<file path="config.mk">
export PLATFORM = sky130hd
export DESIGN_NAME = variable_length_instruction_decoder_core
export DESIGN_NICKNAME = d
export VERILOG_FILES = /design/src/rtl/vlid_pkg.sv /design/src/rtl/vlid_front.sv /design/src/rtl/vlid_queue.sv /design/src/rtl/vlid_back.sv /design/src/rtl/variable_length_instruction_decoder_core.sv
export SDC_FILE = /design/constraint.sdc
export NUM_CORES = 1
export LEC_CHECK = 0
export BUFFER_PORTS_ARGS = -buffer_cell sky130_fd_sc_hd__buf_2
export CAP_MARGIN = 20
export CORE_UTILIZATION = 55
export DETAILED_ROUTE_END_ITERATION = 7
export GPL_ROUTABILITY_DRIVEN = 0
export PLACE_DENSITY = 0.75
export SYNTH_ARGS = -nofsm -noshare
export SYNTH_HDL_FRONTEND = slang
export SYNTH_SLANG_ARGS = --single-unit
</file>
<file path="constraint.sdc">
create_clock -name clk_i -period 5.2 [get_ports clk_i]
set_input_delay 1.04 -clock clk_i [delete_from_list [all_inputs] [get_ports clk_i]]
set_output_delay 1.04 -clock clk_i [all_outputs]
set_load 0.005 [all_outputs]
</file>
<file path="src/rtl/vlid_pkg.sv">
package vlid_pkg;

  localparam int unsigned QueueDepth = 2;
  localparam int unsigned QueuePtrW = (QueueDepth > 1) ? $clog2(QueueDepth) : 1;
  localparam int unsigned QueueCntW = $clog2(QueueDepth + 1);

  localparam logic [1:0] TypeNone = 2'd0;
  localparam logic [1:0] TypeReg  = 2'd1;
  localparam logic [1:0] TypeImm  = 2'd2;
  localparam logic [1:0] TypeMem  = 2'd3;

  typedef struct packed {
    logic [4:0]  opcode;
    logic [1:0]  first_type;
    logic [1:0]  second_type;
    logic [23:0] first_value;
    logic [25:0] second_operand;
  } instr_t;

  function automatic logic [25:0] pack_operand(input logic [1:0] op_type,
                                               input logic [23:0] value);
    logic [25:0] result;
    result = {op_type, value};
    if (op_type == TypeNone) begin
      result = '0;
    end else if (op_type == TypeImm) begin
      result = {op_type, {8{value[15]}}, value[15:0]};
    end
    return result;
  endfunction

endpackage

</file>
<file path="src/rtl/vlid_front.sv">
module vlid_front (
  input  logic          clk_i,
  input  logic          rst_ni,
  input  logic          in_valid_i,
  input  logic          in_stall_i,
  input  logic [7:0]    code_byte_i,
  input  logic          cfg_we_i,
  output logic          push_o,
  output vlid_pkg::instr_t push_item_o
);
  import vlid_pkg::*;

  logic [2:0]  left_q, left_d;
  logic [4:0]  opcode_q, opcode_d;
  logic [1:0]  ft_q, ft_d;
  logic [1:0]  st_q, st_d;
  logic [23:0] acc_q, acc_d;
  logic [25:0] second_q, second_d;

  logic        accept;
  logic [1:0]  ft_dec, st_dec;
  logic [2:0]  total_dec;
  logic [23:0] acc_shift;
  logic [2:0]  left_dec;
  logic        capture;

  assign accept    = in_valid_i && !in_stall_i;
  assign ft_dec    = code_byte_i[4] ? code_byte_i[5:4] : code_byte_i[7:6];
  assign st_dec    = code_byte_i[4] ? code_byte_i[7:6] : TypeNone;
  assign total_dec = {1'b0, ft_dec} + {1'b0, st_dec};
  assign acc_shift = {acc_q[15:0], code_byte_i};
  assign left_dec  = left_q - 3'd1;
  assign capture   = (left_q > {1'b0, ft_q}) && (left_dec == {1'b0, ft_q});

  always_comb begin
    left_d      = left_q;
    opcode_d    = opcode_q;
    ft_d        = ft_q;
    st_d        = st_q;
    acc_d       = acc_q;
    second_d    = second_q;
    push_o      = 1'b0;
    push_item_o = '0;
    if (accept) begin
      if (left_q == 3'd0) begin
        opcode_d = code_byte_i[4:0];
        ft_d     = ft_dec;
        st_d     = st_dec;
        acc_d    = '0;
        second_d = '0;
        left_d   = total_dec;
        if (total_dec == 3'd0) begin
          push_o      = 1'b1;
          push_item_o = '{opcode: code_byte_i[4:0], first_type: ft_dec,
                          second_type: st_dec, first_value: '0, second_operand: '0};
        end
      end else begin
        acc_d    = capture ? '0 : acc_shift;
        second_d = capture ? pack_operand(st_q, acc_shift) : second_q;
        left_d   = left_dec;
        if (left_dec == 3'd0) begin
          push_o      = 1'b1;
          push_item_o = '{opcode: opcode_q, first_type: ft_q, second_type: st_q,
                          first_value: acc_d, second_operand: second_d};
        end
      end
    end
    if (cfg_we_i) begin
      left_d   = '0;
      opcode_d = '0;
      ft_d     = TypeNone;
      st_d     = TypeNone;
      acc_d    = '0;
      second_d = '0;
    end
  end

  always_ff @(posedge clk_i or negedge rst_ni) begin
    if (!rst_ni) begin
      left_q   <= '0;
      opcode_q <= '0;
      ft_q     <= TypeNone;
      st_q     <= TypeNone;
      acc_q    <= '0;
      second_q <= '0;
    end else begin
      left_q   <= left_d;
      opcode_q <= opcode_d;
      ft_q     <= ft_d;
      st_q     <= st_d;
      acc_q    <= acc_d;
      second_q <= second_d;
    end
  end

  // An instruction never spans more than six operand bytes.
  assert property (@(posedge clk_i) disable iff (!rst_ni) left_q <= 3'd6)
    else $error("operand byte count out of range");

endmodule

</file>
<file path="src/rtl/vlid_queue.sv">
module vlid_queue (
  input  logic             clk_i,
  input  logic             rst_ni,
  input  logic             push_i,
  input  vlid_pkg::instr_t push_item_i,
  output logic             full_o,
  input  logic             pop_i,
  output logic             valid_o,
  output vlid_pkg::instr_t head_o
);
  import vlid_pkg::*;

  instr_t               mem_q [QueueDepth];
  logic [QueuePtrW-1:0] wr_ptr_q, rd_ptr_q;
  logic [QueueCntW-1:0] count_q, count_d;
  logic                 do_push, do_pop;

  assign full_o  = (count_q == QueueCntW'(QueueDepth));
  assign valid_o = (count_q != '0);
  assign head_o  = mem_q[rd_ptr_q];
  assign do_push = push_i && !full_o;
  assign do_pop  = pop_i && valid_o;

  always_comb begin
    count_d = count_q;
    if (do_push && !do_pop) begin
      count_d = count_q + QueueCntW'(1);
    end else if (do_pop && !do_push) begin
      count_d = count_q - QueueCntW'(1);
    end
  end

  always_ff @(posedge clk_i or negedge rst_ni) begin
    if (!rst_ni) begin
      wr_ptr_q <= '0;
      rd_ptr_q <= '0;
      count_q  <= '0;
    end else begin
      count_q <= count_d;
      if (do_push) begin
        wr_ptr_q <= (wr_ptr_q == QueuePtrW'(QueueDepth - 1)) ? '0 : wr_ptr_q + QueuePtrW'(1);
      end
      if (do_pop) begin
        rd_ptr_q <= (rd_ptr_q == QueuePtrW'(QueueDepth - 1)) ? '0 : rd_ptr_q + QueuePtrW'(1);
      end
    end
  end

  always_ff @(posedge clk_i) begin
    if (do_push) begin
      mem_q[wr_ptr_q] <= push_item_i;
    end
  end

  assert property (@(posedge clk_i) disable iff (!rst_ni)
                   count_q <= QueueCntW'(QueueDepth))
    else $error("queue count above depth");

  assert property (@(posedge clk_i) disable iff (!rst_ni) !(push_i && full_o))
    else $error("push into a full queue");

endmodule

</file>
<file path="src/rtl/vlid_back.sv">
module vlid_back (
  input  logic             clk_i,
  input  logic             rst_ni,
  input  logic             cfg_we_i,
  input  logic [31:0]      cfg_start_address_i,
  input  logic             q_valid_i,
  input  vlid_pkg::instr_t q_head_i,
  output logic             q_pop_o,
  output logic             out_valid_o,
  input  logic             out_stall_i,
  output logic [4:0]       opcode_o,
  output logic [25:0]      first_operand_o,
  output logic [25:0]      second_operand_o,
  output logic [31:0]      next_address_o
);
  import vlid_pkg::*;

  logic [31:0] ip_q, ip_d;
  logic        out_valid_q, out_valid_d;
  logic [4:0]  opcode_q;
  logic [25:0] first_q, second_q;
  logic [31:0] next_q;
  logic [2:0]  step;
  logic [31:0] next_addr;

  assign q_pop_o   = q_valid_i && (!out_valid_q || !out_stall_i);
  assign step      = {1'b0, q_head_i.first_type} + {1'b0, q_head_i.second_type} + 3'd1;
  assign next_addr = ip_q + {29'b0, step};

  always_comb begin
    out_valid_d = q_pop_o || (out_valid_q && out_stall_i);
    ip_d        = ip_q;
    if (q_pop_o) begin
      ip_d = next_addr;
    end
    if (cfg_we_i) begin
      ip_d = cfg_start_address_i;
    end
  end

  always_ff @(posedge clk_i or negedge rst_ni) begin
    if (!rst_ni) begin
      ip_q        <= '0;
      out_valid_q <= 1'b0;
    end else begin
      ip_q        <= ip_d;
      out_valid_q <= out_valid_d;
    end
  end

  always_ff @(posedge clk_i) begin
    if (q_pop_o) begin
      opcode_q <= q_head_i.opcode;
      first_q  <= pack_operand(q_head_i.first_type, q_head_i.first_value);
      second_q <= (q_head_i.second_type == TypeNone) ? '0 : q_head_i.second_operand;
      next_q   <= next_addr;
    end
  end

  assign out_valid_o      = out_valid_q;
  assign opcode_o         = opcode_q;
  assign first_operand_o  = first_q;
  assign second_operand_o = second_q;
  assign next_address_o   = next_q;

  assert property (@(posedge clk_i) disable iff (!rst_ni) q_pop_o |=> out_valid_q)
    else $error("popped instruction did not reach the output");

  assert property (@(posedge clk_i) disable iff (!rst_ni)
                   cfg_we_i |=> ip_q == $past(cfg_start_address_i))
    else $error("address counter not loaded on configuration write");

endmodule

</file>
<file path="src/rtl/variable_length_instruction_decoder_core.sv">
// Byte-serial instruction decoder. It takes one code byte per cycle on the input
// channel, with no bubbles between instructions, and delivers one item per
// completed instruction: opcode, both packed operands and the address after the
// instruction. The front end assembles operand bytes and hands finished
// instructions to a two-entry queue; the back end packs them and keeps the
// address counter. A result passes through the queue and the back-end output
// register before it is presented on the output, and input stalls only when
// the queue is full because the output side is stalled. Writing the start
// address loads the address counter and discards any partly received
// instruction.
module variable_length_instruction_decoder_core (
  input  logic        clk_i,
  input  logic        rst_ni,
  input  logic        cfg_we_i,
  input  logic [31:0] cfg_start_address_i,
  input  logic        in_valid_i,
  output logic        in_stall_o,
  input  logic [7:0]  code_byte_i,
  output logic        out_valid_o,
  input  logic        out_stall_i,
  output logic [4:0]  opcode_o,
  output logic [25:0] first_operand_o,
  output logic [25:0] second_operand_o,
  output logic [31:0] next_address_o
);
  import vlid_pkg::*;

  logic   push, full, pop, q_valid;
  instr_t push_item, q_head;

  assign in_stall_o = full;

  vlid_front u_front (
    .clk_i       (clk_i),
    .rst_ni      (rst_ni),
    .in_valid_i  (in_valid_i),
    .in_stall_i  (full),
    .code_byte_i (code_byte_i),
    .cfg_we_i    (cfg_we_i),
    .push_o      (push),
    .push_item_o (push_item)
  );

  vlid_queue u_queue (
    .clk_i       (clk_i),
    .rst_ni      (rst_ni),
    .push_i      (push),
    .push_item_i (push_item),
    .full_o      (full),
    .pop_i       (pop),
    .valid_o     (q_valid),
    .head_o      (q_head)
  );

  vlid_back u_back (
    .clk_i               (clk_i),
    .rst_ni              (rst_ni),
    .cfg_we_i            (cfg_we_i),
    .cfg_start_address_i (cfg_start_address_i),
    .q_valid_i           (q_valid),
    .q_head_i            (q_head),
    .q_pop_o             (pop),
    .out_valid_o         (out_valid_o),
    .out_stall_i         (out_stall_i),
    .opcode_o            (opcode_o),
    .first_operand_o     (first_operand_o),
    .second_operand_o    (second_operand_o),
    .next_address_o      (next_address_o)
  );

endmodule
</file>
==> results of run 1 <==
-- power by group --
part | internal [mW] | total (mW) | switching (mW)
sequential | 3.06 | 3.31 | 0.245
clock | 1.45 | 2.33 | 0.887
combinational | 0.632 | 1.68 | 1.05
total | 5.14 | 7.33 | 2.18
-- path summary, 6_finish.rpt --
check | startpoint | endpoint | slack (ns) | cells past startpoint
max | u_queue.rd_ptr_q$_DFFE_PN0P_ | u_back.next_address_o[30]$_DFFE_PP_ | 1.53 | 10
min | rst_ni | u_back.ip_q[18]$_DFFE_PN0P_ | 0.50 | 1
max reg2reg | u_queue.rd_ptr_q$_DFFE_PN0P_ | u_back.next_address_o[30]$_DFFE_PP_ | 1.53 | 10
min reg2reg | u_front.second_q[12]$_DFFE_PN0P_ | u_front.second_q[12]$_DFFE_PN0P_ | 0.51 | 1
max in group asynchronous | rst_ni | u_front.second_q[25]$_DFFE_PN0P_ | 3.63 | 2
min in group clk_i | u_front.second_q[12]$_DFFE_PN0P_ | u_front.second_q[12]$_DFFE_PN0P_ | 0.51 | 1
-- per-stage QoR --
step | total power [mW] | utilization (%) | hold WS, ns | worst slack, ns | area (µm²)
2_1_floorplan | 4.408 | - | 0.4728 | 0.4215 | 12810
3_3_place_gp | 5.003 | 60.69 | 0.4882 | 1.254 | 13780
3_5_place_dp | 5.033 | 60.72 | 0.4911 | 1.208 | 13790
4_1_cts | 7.362 | 65.50 | 0.5071 | 1.524 | 14880
5_1_grt | 7.669 | 65.54 | 0.5165 | 1.325 | 14880
6_report | 7.328 | 65.54 | 0.4960 | 1.529 | 14880
-- state kept, by name, summed over array words and instances, names as in the netlist, 2 cells and up --
name / cells
u_back.second_operand_o: 26
u_front.st_q: 2
u_front.ft_q: 2
u_front.second_q: 26
u_back.opcode_o: 5
u_back.first_operand_o: 26
u_back.ip_q: 32
u_front.opcode_q: 5
u_back.next_address_o: 32
u_front.left_q: 3
u_queue.count_q: 2
u_front.acc_q: 16
u_queue.mem_q: 118
-- cells in the final DEF (no fill, tap or decap), types with 2 or more instances in the layout --
cell        count
clkbuf_16      31
bufinv_16       7
nor3_1         19
ha_1           13
nand4_1        11
a21oi_1        66
nand3_1        39
nor4_1          4
nor2b_1         4
o211ai_1        2
nand2b_1        3
and2_1         18
a22oi_1        10
dfrtp_1        90
edfxtp_1      207
xor2_1         25
buf_4          18
mux2_1          8
o21ai_1        35
nor2_1         75
and3_1          8
or2_1           2
fa_1            3
clkinv_1        5
nor4_2          5
mux2i_1        52
or3_1           2
inv_1          25
clkinv_2        3
clkinvlp_4      2
a22o_1         32
a21o_1          2
and4_1          3
nand2_1       122
buf_2         134
clkbuf_1        4
xnor2_1        39
mux2_2          3
a211oi_1        3
-- logic make-up after synthesis --
group	Yosys count	synth area share, %
AND/OR/NAND/NOR	322	11.72
flip-flops	298	66.29
AO/OA/AOI/OAI	165	8.135
buffers and inverters	87	2.715
XOR/XNOR	64	4.375
multiplexers	63	5.029
adder cells (fa/ha/maj)	16	1.738
-- metal layers --
layer  vias up  share of wire [%]  GRT usage [%]  wire length (µm)
met5         -                  0              0                 0
met4         0                2.2          6.318               601
met3        47                6.4          3.194              1716
met2       332                 48          37.15             12910
met1      4110                 43          32.42             11620
li1       3896                  -              -                 -
-- cells in the mapped netlist, types with 3 or more instances --
library cell / count
fa_1: 3
nor3_1: 19
xnor2_1: 39
mux2_2: 3
dfrtp_1: 91
and2_1: 19
nand4_1: 11
a211oi_1: 3
nor2_1: 76
a21oi_1: 67
nor2b_1: 5
nor4_2: 5
and4_1: 3
mux2i_1: 52
nand3_1: 39
edfxtp_1: 207
inv_1: 25
nand2b_1: 3
and3_1: 8
buf_1: 3
buf_2: 5
xor2_1: 25
ha_1: 13
nor4_1: 4
a22o_1: 32
buf_4: 4
o21ai_1: 35
nand2_1: 122
mux2_1: 8
clkbuf_1: 48
a22oi_1: 10
-- area by class of cell --
class | count | share of cell area, %
clock buffers | 36 | 5.406
clock inverters | 20 | 1.892
inverters | 27 | 0.6978
multi-input cells | 630 | 26.97
flip-flops and latches | 298 | 57.09
well taps | 285 | 2.396
repair buffers | 153 | 5.549
==> results.yml, run 1 <==
pwr:
  power_density_nw_per_um2: 492.4
  peakVddDrop_mv: 0.3409
  p_leak_nw: 5.989
worst_setup_path:
  crit_path_start_kind: "flip-flop"
  crit_fanout: 32
  crit_top_cell: "fa_1"
  cpMaxStageDelayCell: "dfrtp_4"
  cp.arrival_ns: 3.96
  path_cells: "mux2_2, fa_1, inv_1, fa_1, nor2b_1, o2111ai_1, buf_4, nor3_4, nand3_1, xnor2_1"
  critPathCaptureType: "flip-flop"
  max_stage_delay_ns: 0.78
  crit_family: "adder cells"
  criticalPathCategory: "flip-flop to flip-flop"
  critPathBufInv: 2
  crit_required_ns: 5.49
clock_network:
  clockBufferDepth: 3
  htreeDepth: 1
  cts_root_buffer: "clkbuf_16"
  cts_made_buffers: 30
  cts_sinks: 298
  clk_pin_slew_ns: 0.06
  insertion_delay_ns: 0.55
  cts_setup_buffers: 0
  hold_buffers: 0
  cts_resized: 0
  cts_tree: "done"
synthesis:
  synth-seq-area-share_pct: 66.29
  yosysWarnings: 0
  synth.top_cell.area_share_pct: 48.52
  avgSynthCellArea_um2: 12.62
  synth_area_um2: 12810
  synth_seq_cells: 298
  synth_nets: 1076
  async_flop_share_pct: 30.54
  synth_cell_types: 54
  yosys_most_used_dff: "edfxtp_1"
  synth_top_cells_by_area: "edfxtp_1 (49%), dfrtp_1 (18%), mux2i_1 (4.1%), nand2_1 (3.6%), xnor2_1 (2.7%)"
  synth_edf_count: 207
  syn_inst: 1015
  yosysTopAreaCell: "edfxtp_1"
final_layout:
  regArea_um2: 8497
  synthToLayoutAreaGrowth_pct: 16.16
  finalNonFillerCells: 1449
  nFillCells: 1642
  final_layout_size_suffix_gt1_share_pct: 18.99
  multiInputGateArea_um2: 4014
  nNetsFinal: 1201
  antenna_cells: 0
global_route:
  grt_usage_pct: 22.84
  grt_pass1_wl_um: 42830
  grt_pass1_vias: 8135
  grt_overflow: 0
  antenna_found_initial: 0
  grt_max_degree: 75
route:
  routedWlPerCell_um: 18.52
  dr_total_vias: 8385
  postRouteAntennaNets: 0
  viasPerCell: 5.787
  route.final.wire_length_um: 26840
  drc: 0
  drtIter0Drc: 637
  drtPass1Iterations: 5
sta:
  fmax_mhz: 272.4
  rsz0062_at_grt: "false"
  clock_skew_ns: 0.02033
  min_period_ns: 3.671
  hold_viol_final: 0
  max-slew-margin-rel_pct: 33.31
  tns_ns: 0
  maxSlewViolCount: 0
  tightest_slew_ns: 0.9936
  fin_crit_sh_pct: 70.60
  setup_viol: 0
floorplanning:
  die_h_um: 154.6
  top_level_ports: 136
  core_um2: 22710
  start_util_pct: 56.42
  fp-row-count: 55
  fp.dieW_um: 154.6
  die_area_um2: 23910
placed_design:
  dp_cells: 1392
  port_buffers: 135
  dp_hpwl_um: 17270
job:
  cap_viol_max_count: 0
status:
  status: "completed"
min_path:
  hold_class: "input pin to async pin"
(Power assumes the default switching activity.)
==> run 2: changes to the inputs <==
- CORE_UTILIZATION: 55 -> 53
- PLACE_DENSITY: 0.75 -> 0.76
- clock period: 5.2 -> 3.2 ns (I/O delays scaled with it)
==> run 2 against run 1 <==
Net effect:
- wire length rose by 1.5%
- non-clock buffer count rose by 26
- die area up 3.7%
- clock power grew 45%
- design area up 1.5%
- worst hold slack worse by 0.40 ns
- register-to-register slack got worse by 1.5 ns
- fmax is 16% higher
- flip-flop and latch count did not move
- first-iteration DRC count grew 5.2%
- core utilization fell by 1.5 points
==> results.yml, run 2 (same netlist as run 1, synthesis figures left out) <==
status:
  status: "completed"
global_route:
  grt_overflow: 0
  grt_pass1_wl_um: 42670
  grt_usage_pct: 22.34
  grt_pass1_vias: 8136
  antenna_found_initial: 0
  grt_max_degree: 83
clock_network:
  clockBufferDepth: 3
  insertion_delay_ns: 0.54
  cts_sinks: 298
  cts_made_buffers: 29
  cts_tree: "done"
  cts_root_buffer: "clkbuf_16"
  clk_pin_slew_ns: 0.06
  hold_buffers: 0
  htreeDepth: 1
route:
  drtPass1Iterations: 6
  viasPerCell: 5.571
  route.final.wire_length_um: 27230
  drtIter0Drc: 670
  dr_total_vias: 8396
  drc: 0
  routedWlPerCell_um: 18.07
  postRouteAntennaNets: 0
sta:
  hold_viol_final: 0
  tightest_slew_ns: 0.8570
  clock_skew_ns: 0.01299
  rsz0062_at_grt: "true"
  max-slew-margin-rel_pct: 42.87
  setup_slack_ns: 0.02656
  maxSlewViolCount: 0
  fmax_mhz: 315.1
  tns_ns: 0
  fin_hold_ws_ns: 0.09965
  fin_crit_sh_pct: 99.17
  setup_viol: 0
  min_period_ns: 3.173
worst_setup_path:
  max_stage_delay_ns: 0.57
  r2r_cells: 10
  crit_path_start_kind: "flip-flop"
  cp.arrival_ns: 3.47
  crit_required_ns: 3.49
  criticalPathCategory: "flip-flop to flip-flop"
  worst-path-stages: 10
  crit_fanout: 7
  critPathBufInv: 2
  cpMaxStageDelayCell: "fa_1"
  critPathCaptureType: "flip-flop"
  crit_family: "adder cells"
  path_cells: "mux2_4, fa_1, inv_1, fa_2, nor2b_4, o2111ai_2, clkbuf_16, nor3_4, nand3_2, xnor2_1"
min_path:
  hold_class: "input pin to async pin"
final_layout:
  synthToLayoutAreaGrowth_pct: 17.94
  nFillCells: 1761
  antenna_cells: 0
  top_register: "u_queue.mem_q"
  final_common_cell: "edfxtp_1"
  largest_reg_flops: 118
  layout_common_cells: "edfxtp_1 (207), buf_2 (135), nand2_1 (122)"
  final_layout_size_suffix_gt1_share_pct: 21.38
  nNetsFinal: 1226
floorplanning:
  die_area_um2: 24800
  top_level_ports: 136
  start_util_pct: 54.26
  die_h_um: 157.5
  fp.dieW_um: 157.5
  fp-row-count: 56
  core_um2: 23610
pwr:
  p_leak_nw: 6.081
  power_density_nw_per_um2: 777.7
  peakVddDrop_mv: 0.4793
placed_design:
  port_buffers: 135
  pre_cts_ws_ns: 0.01643
  dp_hpwl_um: 17720
job:
  cap_viol_max_count: 0
[run 2: cell count changes in the layout (fill, tap and decap cells not counted), moves of 2 or more]
cell,previous run,this run
buf_4,18,36
buf_12,1,6
bufinv_16,7,4
clkbuf_1,4,6
clkinv_2,3,5
mux2_2,3,1
mux2_4,0,2
nand3_1,39,37
nand3_2,0,2
nor3_1,19,17
nor3_2,0,2
[run 2: layout make-up]
class | instances | area [µm²] | share of cell area, %
clock buffers | 35 | 748.2 | 4.952
clock inverters | 19 | 203.9 | 1.350
inverters | 27 | 103.9 | 0.6873
multi-input cells | 630 | 4056 | 26.84
flip-flops and latches | 298 | 8497 | 56.23
well taps | 319 | 399.1 | 2.641
repair buffers | 179 | 1102 | 7.295
[run 2: timing repair]
action / 4_1_cts / 5_1_grt
gates resized for setup: 0 / 16
pin swaps: 1 / 10
setup endpoints to repair: 2 / 9
setup buffers: 0 / 8
[run 2: where the power goes]
part           leakage (nW)  switching, mW  total (mW)  internal [mW]
logic                  2.31           1.85        3.08           1.23
clock network         0.457           1.40        3.39           1.99
registers              3.31          0.312        5.29           4.97
[run 2: worst reg2reg max path, cell delays in order (launching register included)]
cell	delay, ns
dfrtp_4	0.50
mux2_4	0.33
fa_1	0.57
inv_1	0.06
fa_2	0.37
nor2b_4	0.13
o2111ai_2	0.15
clkbuf_16	0.20
nor3_4	0.33
nand3_2	0.13
xnor2_1	0.15
[run 2: metrics by stage]
| stage | utilization, % | cells | area, µm² | power (mW) |
|---|---|---|---|---|
| 6_report | 63.99 | 1507 | 15110 | 11.75 |
| 5_1_grt | 63.99 | 1507 | 15110 | 12.36 |
| 4_1_cts | 63.48 | 1499 | 14990 | 11.75 |
| 3_5_place_dp | 59.45 | 1445 | 14040 | 8.350 |
| 3_3_place_gp | 59.45 | 1445 | 14040 | 8.278 |
| 2_1_floorplan | - | 1015 | 12850 | 7.144 |
[run 2: worst paths after layout]
check / start / endpoint / slack, ns
max in group asynchronous: rst_ni / u_front.acc_q[10]$_DFFE_PN0P_ / 2.40
min in group clk_i: cfg_start_address_i[13] / u_back.ip_q[13]$_DFFE_PN0P_ / 0.31
setup / recovery: u_queue.rd_ptr_q$_DFFE_PN0P_ / u_back.next_address_o[28]$_DFFE_PP_ / 0.03
setup reg to reg: u_queue.rd_ptr_q$_DFFE_PN0P_ / u_back.next_address_o[28]$_DFFE_PP_ / 0.03
hold / removal: rst_ni / u_back.ip_q[17]$_DFFE_PN0P_ / 0.1
hold reg to reg: u_front.acc_q[12]$_DFFE_PN0P_ / u_front.acc_q[12]$_DFFE_PN0P_ / 0.51
[run 2: routing by layer]
metal | routed length (µm) | vias up | GRT usage [%]
met2 | 13090 | 289 | 35.90
li1 | - | 3948 | -
met1 | 11780 | 4102 | 31.30
met3 | 1632 | 57 | 3.166
met5 | 0 | - | 0
met4 | 731 | 0 | 7.582
==> run 3: changes to the inputs <==
- CTS_CLUSTER_SIZE: not set -> 8
- REMOVE_ABC_BUFFERS: not set -> 1
==> run 3 against run 2 <==
Net effect:
- worst setup slack improved by 0.13 ns
- critical path depth unchanged
- design area rose by 1.6%
- global-route usage increased by 1.2 points
- sequential share of layout area fell by 0.88 points
- clock power up 23%
- largest power group unchanged
==> results.yml, run 3 (same netlist as run 1, synthesis figures left out) <==
status:
  status: "completed"
clock_network:
  clk_pin_slew_ns: 0.05
  htreeDepth: 2
  cts_root_buffer: "clkbuf_16"
  cts_tree: "done"
  cts_sinks: 298
  hold_buffers: 0
  clockBufferDepth: 3
  cts_made_buffers: 43
  insertion_delay_ns: 0.54
sta:
  fmax_mhz: 328.4
  fin_hold_ws_ns: 0.1754
  setup_viol: 0
  max-slew-margin-rel_pct: 41.30
  setup_slack_ns: 0.1545
  maxSlewViolCount: 0
  rsz0062_at_grt: "false"
  fin_crit_sh_pct: 95.17
  clock_skew_ns: 0.02062
  tightest_slew_ns: 0.8805
  tns_ns: 0
  min_period_ns: 3.046
  hold_viol_final: 0
final_layout:
  top_register: "u_queue.mem_q"
  synthToLayoutAreaGrowth_pct: 19.80
  nNetsFinal: 1234
  final_layout_size_suffix_gt1_share_pct: 20.36
  largest_reg_flops: 118
  fin_area_um2: 15350
  final_common_cell: "edfxtp_1"
  layout_common_cells: "edfxtp_1 (207), buf_2 (135), nand2_1 (122)"
route:
  routedWlPerCell_um: 18.56
  viasPerCell: 5.645
  drtPass1Iterations: 5
  drc: 0
  drtIter0Drc: 767
  route.final.wire_length_um: 28370
  dr_total_vias: 8631
  postRouteAntennaNets: 0
floorplanning:
  die_h_um: 157.5
  top_level_ports: 136
  fp.dieW_um: 157.5
  fp-row-count: 56
  die_area_um2: 24800
  start_util_pct: 54.26
  core_um2: 23610
worst_setup_path:
  cp.arrival_ns: 3.33
  cpMaxStageDelayCell: "fa_1"
  crit_fanout: 6
  criticalPathCategory: "flip-flop to flip-flop"
  r2r_cells: 10
  worst-path-stages: 10
  max_stage_delay_ns: 0.52
  critPathBufInv: 2
  crit_family: "adder cells"
  crit_required_ns: 3.48
  path_cells: "mux2_2, fa_1, inv_1, fa_2, nor2b_4, o2111ai_4, buf_4, nor3_4, nand3_1, xnor2_1"
  critPathCaptureType: "flip-flop"
  crit_path_start_kind: "flip-flop"
pwr:
  peakVddDrop_mv: 0.4905
  power_density_nw_per_um2: 815.4
  finalPower_mw: 12.52
  p_leak_nw: 6.180
global_route:
  grt_max_degree: 83
  grt_usage_pct: 23.55
  top_usage_layer: "met2"
  grt_pass1_wl_um: 44750
  grt_overflow: 0
  antenna_found_initial: 2
  use_met3_pct: 4.268
  use_met2_pct: 37.19
  met1_usage_pct: 32.98
  grt_pass1_vias: 8415
placed_design:
  dp_hpwl_um: 18260
  port_buffers: 135
  dpl_cell_area_um2: 14020
  pre_cts_ws_ns: 0.03585
min_path:
  hold_class: "input pin to async pin"
job:
  cap_viol_max_count: 0
-- run 3: path summary, 6_finish.rpt --
path                       slack, ns                            start                                  end
max reg2reg                     0.15     u_queue.rd_ptr_q$_DFFE_PN0P_  u_back.next_address_o[30]$_DFFE_PP_
max in group asynchronous       2.35                           rst_ni         u_front.acc_q[7]$_DFFE_PN0P_
min                             0.18                           rst_ni          u_back.ip_q[13]$_DFFE_PN0P_
max                             0.15     u_queue.rd_ptr_q$_DFFE_PN0P_  u_back.next_address_o[30]$_DFFE_PP_
min reg2reg                     0.51  u_front.second_q[6]$_DFFE_PN0P_      u_front.second_q[6]$_DFFE_PN0P_
min in group clk_i              0.31          cfg_start_address_i[22]          u_back.ip_q[22]$_DFFE_PN0P_
-- run 3: worst register-to-register path, stage by stage, from the launching register on --
cell       delay (ns)
dfrtp_4          0.50
mux2_2           0.32
fa_1             0.52
inv_1            0.07
fa_2             0.42
nor2b_4          0.15
o2111ai_4        0.15
buf_4            0.19
nor3_4           0.21
nand3_1          0.13
xnor2_1          0.14
-- run 3: final cells by class --
type,count,area (µm²)
sequential,298,8497
fill,1781,8263
multi-input combinational,630,4036
clock buffer,76,1200
timing repair buffer,173,1052
tap,319,399.1
inverter,27,103.9
clock inverter,4,56.30
antenna,2,5.005
-- run 3: repair_timing --
item / in CTS / in global routing
setup endpoints to repair: 0 / 14
setup buffers: 0 / 1
resized for setup: 0 / 9
-- run 3: power breakdown --
group          leakage, nW  switching, mW  internal [mW]
Sequential            3.31          0.313           4.98
Combinational         2.28           1.87           1.19
Clock                0.593           1.62           2.54
Total                 6.18           3.80           8.71
-- run 3: per-layer routing --
metal,vias to the layer above,part of all wire [%]
met5,-,0
met4,0,2.3
met3,60,6.4
met2,318,48
met1,4282,43
li1,3971,-
-- run 3: through the flow --
step | cells | utilization [%]
after floorplan | 955 | -
after global placement | 1444 | 59.37
after detailed placement | 1444 | 59.37
after CTS | 1524 | 64.69
after global routing | 1529 | 65.01
final | 1529 | 65.01
